===== src/design/fst_pkg.sv =====
// Shared types, constants and character-class functions for the format string tokenizer.
package fst_pkg;

    // Saturation limit of the width and precision accumulators
    localparam int NUM_BITS      = 16;
    localparam int SAT_BITS      = (NUM_BITS < 16) ? NUM_BITS : 16;
    localparam int SAT_LIMIT_INT = (1 << SAT_BITS) - 1;
    localparam logic [15:0] SAT_LIMIT = 16'(SAT_LIMIT_INT);

    // Result queue geometry
    localparam int FIFO_DEPTH = 4;
    localparam int FIFO_PTR_W = $clog2(FIFO_DEPTH);
    localparam int FIFO_CNT_W = FIFO_PTR_W + 1;

    // Parser modes
    typedef enum logic [3:0] {
        MODE_LIT,
        MODE_ESC,
        MODE_OCT,
        MODE_PCT,
        MODE_FLAG,
        MODE_WID,
        MODE_PREC,
        MODE_TIME,
        MODE_SKIP,
        MODE_ERR
    } parse_mode_t;

    // Token kinds
    localparam logic [2:0] TOK_LITERAL   = 3'd0;
    localparam logic [2:0] TOK_DIRECTIVE = 3'd1;
    localparam logic [2:0] TOK_FLUSH     = 3'd2;
    localparam logic [2:0] TOK_END       = 3'd3;
    localparam logic [2:0] TOK_ERROR     = 3'd4;

    // Value kinds
    localparam logic [1:0] VK_STRING = 2'd0;
    localparam logic [1:0] VK_SIGNED = 2'd1;
    localparam logic [1:0] VK_OCTAL  = 2'd2;
    localparam logic [1:0] VK_FLOAT  = 2'd3;

    // Error codes
    localparam logic [3:0] ERR_NONE         = 4'd0;
    localparam logic [3:0] ERR_INC_ESCAPE   = 4'd1;
    localparam logic [3:0] ERR_BAD_ESCAPE   = 4'd2;
    localparam logic [3:0] ERR_DUP_FLAG     = 4'd3;
    localparam logic [3:0] ERR_INC_SPEC     = 4'd4;
    localparam logic [3:0] ERR_BAD_SPEC     = 4'd5;
    localparam logic [3:0] ERR_INC_TIME     = 4'd6;
    localparam logic [3:0] ERR_BAD_TIME     = 4'd7;
    localparam logic [3:0] ERR_NUMERIC_FLAG = 4'd8;

    // Flag bits; the low three only make sense for numeric conversions
    localparam logic [4:0] FLAG_ALT   = 5'b00001;
    localparam logic [4:0] FLAG_ZERO  = 5'b00010;
    localparam logic [4:0] FLAG_PLUS  = 5'b00100;
    localparam logic [4:0] FLAG_SPACE = 5'b01000;
    localparam logic [4:0] FLAG_MINUS = 5'b10000;
    localparam logic [4:0] FLAG_NUMERIC = FLAG_ALT | FLAG_ZERO | FLAG_PLUS;

    // One result word
    typedef struct packed {
        logic [2:0]  token_kind;
        logic [7:0]  byte_value;
        logic [7:0]  time_letter;
        logic [4:0]  flag_mask;
        logic [15:0] field_width;
        logic        has_precision;
        logic [15:0] precision_value;
        logic [1:0]  value_kind;
        logic [3:0]  error_code;
        logic        last;
    } result_t;

    // Results of one character, up to two
    typedef struct packed {
        logic [1:0] count;
        result_t    res0;
        result_t    res1;
    } step_out_t;

    // Result queue status towards the input stage
    typedef struct packed {
        logic room;
        logic empty;
    } fifo_status_t;

    // Flag character to its bit, zero if not a flag
    function automatic logic [4:0] flag_bit(input logic [7:0] c);
        logic [4:0] b;
        b = 5'b0;
        unique case (c)
            "#":     b = FLAG_ALT;
            "0":     b = FLAG_ZERO;
            "+":     b = FLAG_PLUS;
            " ":     b = FLAG_SPACE;
            "-":     b = FLAG_MINUS;
            default: b = 5'b0;
        endcase
        return b;
    endfunction

    function automatic logic is_digit(input logic [7:0] c);
        return (c >= "0") && (c <= "9");
    endfunction

    function automatic logic is_octal(input logic [7:0] c);
        return (c >= "0") && (c <= "7");
    endfunction

    // Decimal accumulate with saturation
    function automatic logic [15:0] sat_digit(input logic [15:0] acc, input logic [7:0] c);
        logic [19:0] v;
        v = {1'b0, acc, 3'b000} + {3'b000, acc, 1'b0} + {16'b0, c[3:0]};
        if (acc > SAT_LIMIT || v > {4'b0, SAT_LIMIT})
            return SAT_LIMIT;
        return v[15:0];
    endfunction

    // Conversions that take a time subletter
    function automatic logic is_time_conv(input logic [7:0] c);
        return (c == "A") || (c == "B") || (c == "W") || (c == "C") || (c == "T");
    endfunction

    // Valid time subletters
    function automatic logic is_time_letter(input logic [7:0] c);
        logic hit;
        hit = 1'b0;
        unique case (c)
            "%", "+", "@", "a", "A", "b", "B", "c", "C", "d", "D", "e", "F",
            "g", "G", "h", "H", "I", "j", "k", "l", "m", "M", "n", "p", "r",
            "R", "s", "S", "t", "T", "u", "U", "V", "w", "W", "x", "X", "y",
            "Y", "z", "Z": hit = 1'b1;
            default: hit = 1'b0;
        endcase
        return hit;
    endfunction

    // Conversions that format as a string
    function automatic logic is_str_conv(input logic [7:0] c);
        logic hit;
        hit = 1'b0;
        unique case (c)
            "a", "b", "c", "D", "f", "F", "g", "G", "h", "H", "i", "k", "M",
            "l", "n", "p", "P", "s", "t", "u", "U", "w", "y", "Y": hit = 1'b1;
            default: hit = 1'b0;
        endcase
        return hit;
    endfunction

    // Single-letter escapes; zero means not one of them
    function automatic logic [7:0] escape_value(input logic [7:0] c);
        logic [7:0] v;
        v = 8'd0;
        unique case (c)
            "a":     v = 8'd7;
            "b":     v = 8'd8;
            "f":     v = 8'd12;
            "n":     v = 8'd10;
            "r":     v = 8'd13;
            "t":     v = 8'd9;
            "v":     v = 8'd11;
            "\\":    v = 8'd92;
            default: v = 8'd0;
        endcase
        return v;
    endfunction

endpackage


===== src/design/fst_step.sv =====
// Parser state registers and the per-character decode logic.
module fst_step (
    input  logic                clk,
    input  logic                rst_n,
    input  logic                en,
    input  logic [7:0]          ch,
    output fst_pkg::step_out_t  step
);

    fst_pkg::parse_mode_t mode_reg, mode_next;
    logic [7:0]  oct_acc_reg, oct_acc_next;
    logic [1:0]  oct_cnt_reg, oct_cnt_next;
    logic [4:0]  flags_reg, flags_next;
    logic [15:0] width_reg, width_next;
    logic        pseen_reg, pseen_next;
    logic [15:0] prec_reg, prec_next;
    logic [7:0]  conv_reg, conv_next;

    fst_pkg::result_t res [2];
    logic [1:0]  n;
    logic        do_text;
    logic        do_spec;
    logic        do_conv;
    logic        do_fin;
    logic        do_fail;
    logic [3:0]  fail_code;
    logic [7:0]  fin_tl;
    logic [1:0]  fin_vk;
    logic [4:0]  fbit;
    fst_pkg::parse_mode_t spec_mode;

    // Build a non-directive token word
    function automatic fst_pkg::result_t mk_simple(input logic [2:0] kind,
                                                   input logic [7:0] val,
                                                   input logic [3:0] err);
        fst_pkg::result_t r;
        r            = '0;
        r.token_kind = kind;
        r.byte_value = val;
        r.error_code = err;
        return r;
    endfunction

    // Decode one character
    always_comb
    begin
        mode_next    = mode_reg;
        oct_acc_next = oct_acc_reg;
        oct_cnt_next = oct_cnt_reg;
        flags_next   = flags_reg;
        width_next   = width_reg;
        pseen_next   = pseen_reg;
        prec_next    = prec_reg;
        conv_next    = conv_reg;
        res[0]       = '0;
        res[1]       = '0;
        n            = 2'd0;
        do_text      = 1'b0;
        do_spec      = 1'b0;
        do_conv      = 1'b0;
        do_fin       = 1'b0;
        do_fail      = 1'b0;
        fail_code    = fst_pkg::ERR_NONE;
        fin_tl       = 8'd0;
        fin_vk       = fst_pkg::VK_STRING;
        spec_mode    = fst_pkg::MODE_FLAG;
        fbit         = fst_pkg::flag_bit(ch);

        if (en)
        begin
            unique case (mode_reg)
                fst_pkg::MODE_ESC:
                begin
                    if (fst_pkg::is_octal(ch))
                    begin
                        oct_acc_next = {5'b0, ch[2:0]};
                        oct_cnt_next = 2'd1;
                        mode_next    = fst_pkg::MODE_OCT;
                    end
                    else if (ch == "c")
                    begin
                        res[0]    = mk_simple(fst_pkg::TOK_FLUSH, 8'd0, fst_pkg::ERR_NONE);
                        n         = 2'd1;
                        mode_next = fst_pkg::MODE_SKIP;
                    end
                    else if (ch == 8'd0)
                    begin
                        do_fail   = 1'b1;
                        fail_code = fst_pkg::ERR_INC_ESCAPE;
                    end
                    else if (fst_pkg::escape_value(ch) != 8'd0)
                    begin
                        res[0]    = mk_simple(fst_pkg::TOK_LITERAL,
                                              fst_pkg::escape_value(ch), fst_pkg::ERR_NONE);
                        n         = 2'd1;
                        mode_next = fst_pkg::MODE_LIT;
                    end
                    else
                    begin
                        do_fail   = 1'b1;
                        fail_code = fst_pkg::ERR_BAD_ESCAPE;
                    end
                end
                fst_pkg::MODE_OCT:
                begin
                    if (fst_pkg::is_octal(ch) && oct_cnt_reg == 2'd2)
                    begin
                        // third digit closes the escape
                        res[0] = mk_simple(fst_pkg::TOK_LITERAL,
                                           {oct_acc_reg[4:0], ch[2:0]}, fst_pkg::ERR_NONE);
                        n            = 2'd1;
                        oct_acc_next = 8'd0;
                        oct_cnt_next = 2'd0;
                        mode_next    = fst_pkg::MODE_LIT;
                    end
                    else if (fst_pkg::is_octal(ch))
                    begin
                        oct_acc_next = {oct_acc_reg[4:0], ch[2:0]};
                        oct_cnt_next = oct_cnt_reg + 2'd1;
                    end
                    else
                    begin
                        // short escape: emit it, then treat char as text
                        res[0] = mk_simple(fst_pkg::TOK_LITERAL, oct_acc_reg, fst_pkg::ERR_NONE);
                        n            = 2'd1;
                        oct_acc_next = 8'd0;
                        oct_cnt_next = 2'd0;
                        mode_next    = fst_pkg::MODE_LIT;
                        do_text      = 1'b1;
                    end
                end
                fst_pkg::MODE_PCT:
                begin
                    if (ch == "%")
                    begin
                        res[0]    = mk_simple(fst_pkg::TOK_LITERAL, ch, fst_pkg::ERR_NONE);
                        n         = 2'd1;
                        mode_next = fst_pkg::MODE_LIT;
                    end
                    else
                    begin
                        flags_next = 5'b0;
                        width_next = 16'd0;
                        pseen_next = 1'b0;
                        prec_next  = 16'd0;
                        conv_next  = 8'd0;
                        do_spec    = 1'b1;
                        spec_mode  = fst_pkg::MODE_FLAG;
                    end
                end
                fst_pkg::MODE_FLAG, fst_pkg::MODE_WID, fst_pkg::MODE_PREC:
                begin
                    do_spec   = 1'b1;
                    spec_mode = mode_reg;
                end
                fst_pkg::MODE_TIME:
                begin
                    if (ch == 8'd0)
                    begin
                        do_fail   = 1'b1;
                        fail_code = fst_pkg::ERR_INC_TIME;
                    end
                    else if (fst_pkg::is_time_letter(ch))
                    begin
                        do_fin = 1'b1;
                        fin_tl = ch;
                        fin_vk = fst_pkg::VK_STRING;
                    end
                    else
                    begin
                        do_fail   = 1'b1;
                        fail_code = fst_pkg::ERR_BAD_TIME;
                    end
                end
                fst_pkg::MODE_SKIP:
                begin
                    if (ch == 8'd0)
                    begin
                        res[0]    = mk_simple(fst_pkg::TOK_END, 8'd0, fst_pkg::ERR_NONE);
                        n         = 2'd1;
                        mode_next = fst_pkg::MODE_LIT;
                    end
                end
                fst_pkg::MODE_ERR:
                begin
                    if (ch == 8'd0)
                        mode_next = fst_pkg::MODE_LIT;
                end
                default:
                begin
                    do_text = 1'b1;
                end
            endcase

            // plain text character
            if (do_text)
            begin
                if (ch == 8'd0)
                begin
                    res[n[0]] = mk_simple(fst_pkg::TOK_END, 8'd0, fst_pkg::ERR_NONE);
                    n         = n + 2'd1;
                    mode_next = fst_pkg::MODE_LIT;
                end
                else if (ch == "\\")
                    mode_next = fst_pkg::MODE_ESC;
                else if (ch == "%")
                    mode_next = fst_pkg::MODE_PCT;
                else
                begin
                    res[n[0]] = mk_simple(fst_pkg::TOK_LITERAL, ch, fst_pkg::ERR_NONE);
                    n         = n + 2'd1;
                    mode_next = fst_pkg::MODE_LIT;
                end
            end

            // flags, width and precision
            if (do_spec)
            begin
                if (spec_mode == fst_pkg::MODE_FLAG && fbit != 5'b0)
                begin
                    mode_next = fst_pkg::MODE_FLAG;
                    if ((flags_next & fbit) != 5'b0)
                    begin
                        do_fail   = 1'b1;
                        fail_code = fst_pkg::ERR_DUP_FLAG;
                    end
                    else
                        flags_next = flags_next | fbit;
                end
                else if (spec_mode != fst_pkg::MODE_PREC)
                begin
                    if (fst_pkg::is_digit(ch))
                    begin
                        width_next = fst_pkg::sat_digit(width_next, ch);
                        mode_next  = fst_pkg::MODE_WID;
                    end
                    else if (ch == ".")
                    begin
                        pseen_next = 1'b1;
                        mode_next  = fst_pkg::MODE_PREC;
                    end
                    else
                        do_conv = 1'b1;
                end
                else
                begin
                    if (fst_pkg::is_digit(ch))
                        prec_next = fst_pkg::sat_digit(prec_next, ch);
                    else
                        do_conv = 1'b1;
                end
            end

            // conversion letter
            if (do_conv)
            begin
                conv_next = ch;
                if (ch == 8'd0)
                begin
                    do_fail   = 1'b1;
                    fail_code = fst_pkg::ERR_INC_SPEC;
                end
                else if (fst_pkg::is_time_conv(ch))
                    mode_next = fst_pkg::MODE_TIME;
                else if (ch == "d")
                begin
                    do_fin = 1'b1;
                    fin_vk = fst_pkg::VK_SIGNED;
                end
                else if (ch == "m")
                begin
                    do_fin = 1'b1;
                    fin_vk = fst_pkg::VK_OCTAL;
                end
                else if (ch == "S")
                begin
                    do_fin = 1'b1;
                    fin_vk = fst_pkg::VK_FLOAT;
                end
                else if (fst_pkg::is_str_conv(ch))
                begin
                    do_fin = 1'b1;
                    fin_vk = fst_pkg::VK_STRING;
                end
                else
                begin
                    do_fail   = 1'b1;
                    fail_code = fst_pkg::ERR_BAD_SPEC;
                end
            end

            // directive token, unless numeric flags on a string
            if (do_fin)
            begin
                if (fin_vk == fst_pkg::VK_STRING && (flags_next & fst_pkg::FLAG_NUMERIC) != 5'b0)
                begin
                    do_fail   = 1'b1;
                    fail_code = fst_pkg::ERR_NUMERIC_FLAG;
                end
                else
                begin
                    res[n[0]]                 = '0;
                    res[n[0]].token_kind      = fst_pkg::TOK_DIRECTIVE;
                    res[n[0]].byte_value      = conv_next;
                    res[n[0]].time_letter     = fin_tl;
                    res[n[0]].flag_mask       = flags_next;
                    res[n[0]].field_width     = width_next;
                    res[n[0]].has_precision   = pseen_next;
                    res[n[0]].precision_value = prec_next;
                    res[n[0]].value_kind      = fin_vk;
                    n         = n + 2'd1;
                    mode_next = fst_pkg::MODE_LIT;
                end
            end

            // error token; a terminator restarts at once, else skip to it
            if (do_fail)
            begin
                res[n[0]] = mk_simple(fst_pkg::TOK_ERROR, 8'd0, fail_code);
                n         = n + 2'd1;
                mode_next = (ch == 8'd0) ? fst_pkg::MODE_LIT : fst_pkg::MODE_ERR;
            end
        end

        // mark the final word of this character
        if (n == 2'd2)
            res[1].last = 1'b1;
        else if (n == 2'd1)
            res[0].last = 1'b1;
    end

    assign step.count = n;
    assign step.res0  = res[0];
    assign step.res1  = res[1];

    // Parser state
    always_ff @(posedge clk or negedge rst_n)
    begin
        if (!rst_n)
        begin
            mode_reg    <= fst_pkg::MODE_LIT;
            oct_acc_reg <= 8'd0;
            oct_cnt_reg <= 2'd0;
            flags_reg   <= 5'b0;
            width_reg   <= 16'd0;
            pseen_reg   <= 1'b0;
            prec_reg    <= 16'd0;
            conv_reg    <= 8'd0;
        end
        else if (en)
        begin
            mode_reg    <= mode_next;
            oct_acc_reg <= oct_acc_next;
            oct_cnt_reg <= oct_cnt_next;
            flags_reg   <= flags_next;
            width_reg   <= width_next;
            pseen_reg   <= pseen_next;
            prec_reg    <= prec_next;
            conv_reg    <= conv_next;
        end
    end

endmodule


===== src/design/fst_out_fifo.sv =====
// Result queue: takes up to two words a cycle, gives one word a cycle when popped.
module fst_out_fifo (
    input  logic                  clk,
    input  logic                  rst_n,
    input  fst_pkg::step_out_t    push,
    input  logic                  pop,
    output fst_pkg::result_t      head_word,
    output fst_pkg::fifo_status_t status
);

    fst_pkg::result_t mem_reg [fst_pkg::FIFO_DEPTH];
    logic [fst_pkg::FIFO_PTR_W-1:0] head_reg, head_next;
    logic [fst_pkg::FIFO_PTR_W-1:0] tail_reg, tail_next;
    logic [fst_pkg::FIFO_CNT_W-1:0] cnt_reg, cnt_next;
    logic [fst_pkg::FIFO_PTR_W-1:0] tail_plus1;

    assign tail_plus1 = tail_reg + 1'b1;

    // Pointer and fill updates
    always_comb
    begin
        head_next = pop ? head_reg + 1'b1 : head_reg;
        tail_next = tail_reg + fst_pkg::FIFO_PTR_W'(push.count);
        cnt_next  = cnt_reg + fst_pkg::FIFO_CNT_W'(push.count)
                    - fst_pkg::FIFO_CNT_W'(pop);
    end

    always_ff @(posedge clk or negedge rst_n)
    begin
        if (!rst_n)
        begin
            head_reg <= '0;
            tail_reg <= '0;
            cnt_reg  <= '0;
        end
        else
        begin
            head_reg <= head_next;
            tail_reg <= tail_next;
            cnt_reg  <= cnt_next;
        end
    end

    // Word storage
    always_ff @(posedge clk)
    begin
        if (push.count != 2'd0)
            mem_reg[tail_reg] <= push.res0;
        if (push.count == 2'd2)
            mem_reg[tail_plus1] <= push.res1;
    end

    assign head_word    = mem_reg[head_reg];
    assign status.empty = (cnt_reg == '0);
    assign status.room  = (cnt_reg <= fst_pkg::FIFO_CNT_W'(fst_pkg::FIFO_DEPTH - 2));

endmodule


===== src/design/format_string_tokenizer.sv =====
// Top level of the format string tokenizer: input stage, parser and result queue.
//
//  channel | direction | handshake             | payload
//  --------+-----------+-----------------------+------------------------------------------
//  in      | sink      | in_valid / in_stall   | char_code
//  out     | source    | out_valid / out_stall | token_kind .. error_code, last
//
// One character per cycle is taken while in_stall is low; it is decoded while it sits in the input
// register and the queue has room, and its words are written into the result queue. A character
// that gives two words (short octal escape followed by text) takes two queue entries, and the
// output drains one word a cycle while out_stall is low.
// Reset puts the parser in literal text mode with an empty queue.
// in_stall rises only when the input register holds a character and the four-word
// queue lacks room for two more words.
module format_string_tokenizer (
    input  logic        clk,
    input  logic        rst_n,
    input  logic        in_valid,
    output logic        in_stall,
    input  logic [7:0]  char_code,
    output logic        out_valid,
    input  logic        out_stall,
    output logic [2:0]  token_kind,
    output logic [7:0]  byte_value,
    output logic [7:0]  time_letter,
    output logic [4:0]  flag_mask,
    output logic [15:0] field_width,
    output logic        has_precision,
    output logic [15:0] precision_value,
    output logic [1:0]  value_kind,
    output logic [3:0]  error_code,
    output logic        last
);

    logic                  s1_valid_reg, s1_valid_next;
    logic [7:0]            s1_char_reg;
    logic                  proc;
    logic                  accept;
    logic                  pop;
    fst_pkg::step_out_t    step;
    fst_pkg::result_t      head_word;
    fst_pkg::fifo_status_t fstat;

    // Input stage handshake
    assign proc     = s1_valid_reg && fstat.room;
    assign in_stall = s1_valid_reg && !fstat.room;
    assign accept   = in_valid && !in_stall;

    always_comb
    begin
        if (accept)
            s1_valid_next = 1'b1;
        else if (proc)
            s1_valid_next = 1'b0;
        else
            s1_valid_next = s1_valid_reg;
    end

    always_ff @(posedge clk or negedge rst_n)
    begin
        if (!rst_n)
            s1_valid_reg <= 1'b0;
        else
            s1_valid_reg <= s1_valid_next;
    end

    always_ff @(posedge clk)
    begin
        if (accept)
            s1_char_reg <= char_code;
    end

    // Parser
    fst_step u_step (
        .clk   (clk),
        .rst_n (rst_n),
        .en    (proc),
        .ch    (s1_char_reg),
        .step  (step)
    );

    // Result queue
    assign out_valid = !fstat.empty;
    assign pop       = out_valid && !out_stall;

    fst_out_fifo u_fifo (
        .clk       (clk),
        .rst_n     (rst_n),
        .push      (step),
        .pop       (pop),
        .head_word (head_word),
        .status    (fstat)
    );

    // Output word fields
    assign token_kind      = head_word.token_kind;
    assign byte_value      = head_word.byte_value;
    assign time_letter     = head_word.time_letter;
    assign flag_mask       = head_word.flag_mask;
    assign field_width     = head_word.field_width;
    assign has_precision   = head_word.has_precision;
    assign precision_value = head_word.precision_value;
    assign value_kind      = head_word.value_kind;
    assign error_code      = head_word.error_code;
    assign last            = head_word.last;

endmodule


===== config.mk =====
export PLATFORM = sky130hd
export DESIGN_NAME = format_string_tokenizer
export DESIGN_NICKNAME = d
export VERILOG_FILES = /design/src/design/fst_pkg.sv /design/src/design/fst_step.sv /design/src/design/fst_out_fifo.sv /design/src/design/format_string_tokenizer.sv
export SDC_FILE = /design/constraint.sdc
export NUM_CORES = 1
export LEC_CHECK = 0
export ABC_AREA = 1
export BUFFER_PORTS_ARGS = -buffer_cell sky130_fd_sc_hd__buf_2
export CORE_MARGIN = 2
export CORE_UTILIZATION = 40
export CTS_CLUSTER_SIZE = 28
export DETAILED_ROUTE_END_ITERATION = 16
export GPL_ROUTABILITY_DRIVEN = 1
export PLACE_DENSITY_LB_ADDON = 0.12
export SKIP_LAST_GASP = 1
export SLEW_MARGIN = 25
export SYNTH_ARGS = -nofsm -noshare
export SYNTH_HDL_FRONTEND = slang
export SYNTH_SLANG_ARGS = --single-unit

===== constraint.sdc =====
create_clock -name clk -period 7.9 [get_ports clk]
set_input_delay 1.58 -clock clk [delete_from_list [all_inputs] [get_ports clk]]
set_output_delay 1.58 -clock clk [all_outputs]
set_load 0.02 [all_outputs]

==> impl_results.md <==
- CTS H-Tree Depth: 2
- Die Wd: 222.2 µm
- Syn Inst Count: 2223
- Worst VDD drop: 0.1952 mV
- Fin. max-slew vios: 0
- Critical Path RT: 8.15 ns
- TritonRoute pass-1 iters: 6
- Vias per inst: 5.454
- Layout Utilization: 45.31%
- WL/cell: 19.57 µm
- Max clock buf depth: 3
- Most frequent cells after synthesis: nor2_1 (431), nand2_1 (389), edfxtp_1 (264)
- PwrDens: 356.3 mW/mm²
- Post-Layout Cell Count: 2887
- Reg clk slew, reported paths: 0.06 ns
- Total power: 7.546 mW
- Final WS setup: 1.424 ns
- Cell variety after synth: 56
- Routed Wire Length: 56500 µm
- Port-buffer cells: 77
- # fillers: 4637
- Initial Utilization: 40.72%
- Post-route cell area: 0.02118 mm²
- CTS tree: yes
- Sequential-to-total area share from yosys stat: 50.69%
- Outcome: finished, final reports clean
- Top-area cell type share of the netlist area: 41.65%
- Top-count cell post-synth: nor2_1
- Ys flop type: edfxtp_1
- Clk_lat worst skew: 0.55 ns
- Max-slew headroom: 34.83%
- Synth area leader: edfxtp_1
- RSZ-0062 raised after global routing: no
- Synth Register Bits: 333
- Cell family with most CP delay: simple AND/OR/NAND/NOR gates
- RR Startpoint: s1_char_reg[1]$_DFFE_PP_
- Synth Warn #: 0
- Drt initial violations: 1425
- Placed cell area: 0.01983 mm²
- Tcrit/Tclk final: 81.98%
- Vias: 15745
- WP buf/inv: 6
- Synthesized area: 0.01904 mm²
- Placer congestion estimate: 0.9184
- Post-CTS setup buffer count: 0
- Slowest stage delay, CP: 0.69 ns
- Clk root buf: clkbuf_16
- Initial antenna violation count: 2
- FF/Latch Area: 0.009654 mm²
- Slew @ Worst Pin: 0.9652 ns
- Total gr overflow: 0
- Setup Slack @ Placement: 1.416 ns
- Largest net degree at the start of global routing: 103
- Post-synth ARST share: 20.42%
- Syn Area/Cell: 8.563 µm²
- Max Clock Skew: 0.009148 ns
- Crit path kind: flip-flop to flip-flop
- DRC: 0
- Static Leak: 8.539 nW
- Total GRT Usage: 23.06%
- Synth area leaders: edfxtp_1 (42%), dfrtp_1 (8.9%), nor2_1 (8.5%), nand2_1 (7.7%), o21ai_0 (6.4%)
- Slowest cell on crit path: nand2_4
- Number of synthesized flops with an enable pin: 264
- Floorplan die height: 222.2 µm
- CTS Buf Count: 39
- DRT antenna net count: 0
- Share of cells above drive strength 1: 9.961%
- Post-CTS resize count: 0
- Placed cell count: 2813
- Number of nets in the layout: 2335
- Fin Hold WS: 0.4907 ns
- Crit path time final: 6.476 ns
- Max-Cap Viols: 0
- Beginning of the worst hold path: u_step.oct_acc_reg[6]$_DFFE_PN0P_
- Worst-path maximum fanout: 102
- WP data arrival: 6.73 ns
- First-pass GRT wire length: 89000 µm
- Number of global-route vias before repair: 15216
- Multi-input gate area: 0.008205 mm²
- Crit path from: s1_char_reg[1]$_DFFE_PP_
- Fin Setup TNS: 0 ns
- P&R area growth vs syn: 11.28%
- Final setup viols: 0
- Crit-path cells: inv_2, nand2_1, nor2_1, nand2_2, nand2_2, inv_2, nor2_8, inv_2, nand3_4, nor2_2, nand2_1, nand2_2, nand2_8, nand2_1, ha_1, inv_1, nand3_1, inv_2, nand2_1, nand2_4, buf_4
- Number of placement rows: 79
- Post-CTS Hold Buffers: 0
- Die ar.: 0.04935 mm²
- CTS sink count: 333
- Hpwl dp: 39010 µm
- Core area: 0.04675 mm²
- I/O Pins: 78
- Max FFs per register: 256
- Endpoints failing hold: 0
- Hold Path Class: flip-flop to flip-flop
- CP Launch Type: flip-flop
- Critical path endpoint category: flip-flop
- F_max: 154.4 MHz
[cell families (layout without fill, tap and decap cells)]
family	count (synthesis)	count (layout)	share of synthesized area [%]
AND/OR/NAND/NOR	1072	1072	23.93
XOR/XNOR	29	29	1.334
flip-flops	333	333	50.69
other	1	5	0.01970
buffers and inverters	288	341	6.547
AO/OA/AOI/OAI	425	425	12.36
adder cells (fa/ha/maj)	75	75	5.127
[per-layer routing]
metal  up-vias  global-route usage [%]  part of all wire, %
met3        97                   4.082                  6.0
met4         0                   6.888                  2.6
met1      7552                   34.55                   49
met5         -                       0                    0
li1       7659                       -                    -
met2       437                   33.87                   42
[area by class of cell]
type                            instances  area share [%]
Antenna cell                            1         0.01181
Clock inverter                         17           1.099
Tap cell                              607           3.585
Inverter                              171           3.036
Timing Repair Buffer                   98           2.823
Sequential cell                       333           45.58
Multi-Input combinational cell       1605           38.74
Clock buffer                           55           5.133
[worst paths after layout]
path | to | slack [ns] | cells after the start
min in group asynchronous | u_step.width_reg[13]$_DFFE_PN0P_ | 0.95 | 1
setup reg to reg | u_fifo.mem_reg[1][10]$_DFFE_PP_ | 1.42 | 21
hold / removal | u_step.oct_acc_reg[6]$_DFFE_PN0P_ | 0.49 | 2
hold reg to reg | u_step.oct_acc_reg[6]$_DFFE_PN0P_ | 0.49 | 2
max in group asynchronous | u_fifo.head_reg[0]$_DFFE_PN0P_ | 5.94 | 2
setup / recovery | u_fifo.mem_reg[1][10]$_DFFE_PP_ | 1.42 | 21
[power by group]
part / internal [mW] / switching [mW] / total (mW)
Combinational: 0.886 / 2.35 / 3.23
Sequential: 2.28 / 0.164 / 2.45
Clock: 1.13 / 0.736 / 1.87
Total: 4.30 / 3.25 / 7.55
[worst reg2reg max path: stages (launching register included)]
cell	delay (ns)
edfxtp_1	0.54
inv_2	0.36
nand2_1	0.18
nor2_1	0.16
nand2_2	0.10
nand2_2	0.25
inv_2	0.38
nor2_8	0.33
inv_2	0.21
nand3_4	0.25
nor2_2	0.06
nand2_1	0.08
nand2_2	0.19
nand2_8	0.52
nand2_1	0.18
ha_1	0.32
inv_1	0.08
nand3_1	0.09
inv_2	0.41
nand2_1	0.42
nand2_4	0.69
buf_4	0.36
[cells in the final DEF, fill, tap and decap left out, types with 12 or more instances in the layout]
master and n:
ha_1 70, inv_1 150, o21ai_0 241, nand3_1 121
inv_2 18, o22ai_1 65, nor2_1 430, nand2_2 15
buf_2 76, clkbuf_16 40, xnor2_1 21, edfxtp_1 264
nor2_2 12, nand2_1 387, nor4_1 20, a21oi_1 57
nor3_1 26, nand4_1 35, dfrtp_1 66, buf_4 19
clkbuf_1 12
Note: power is estimated with default switching activity, not from simulation.
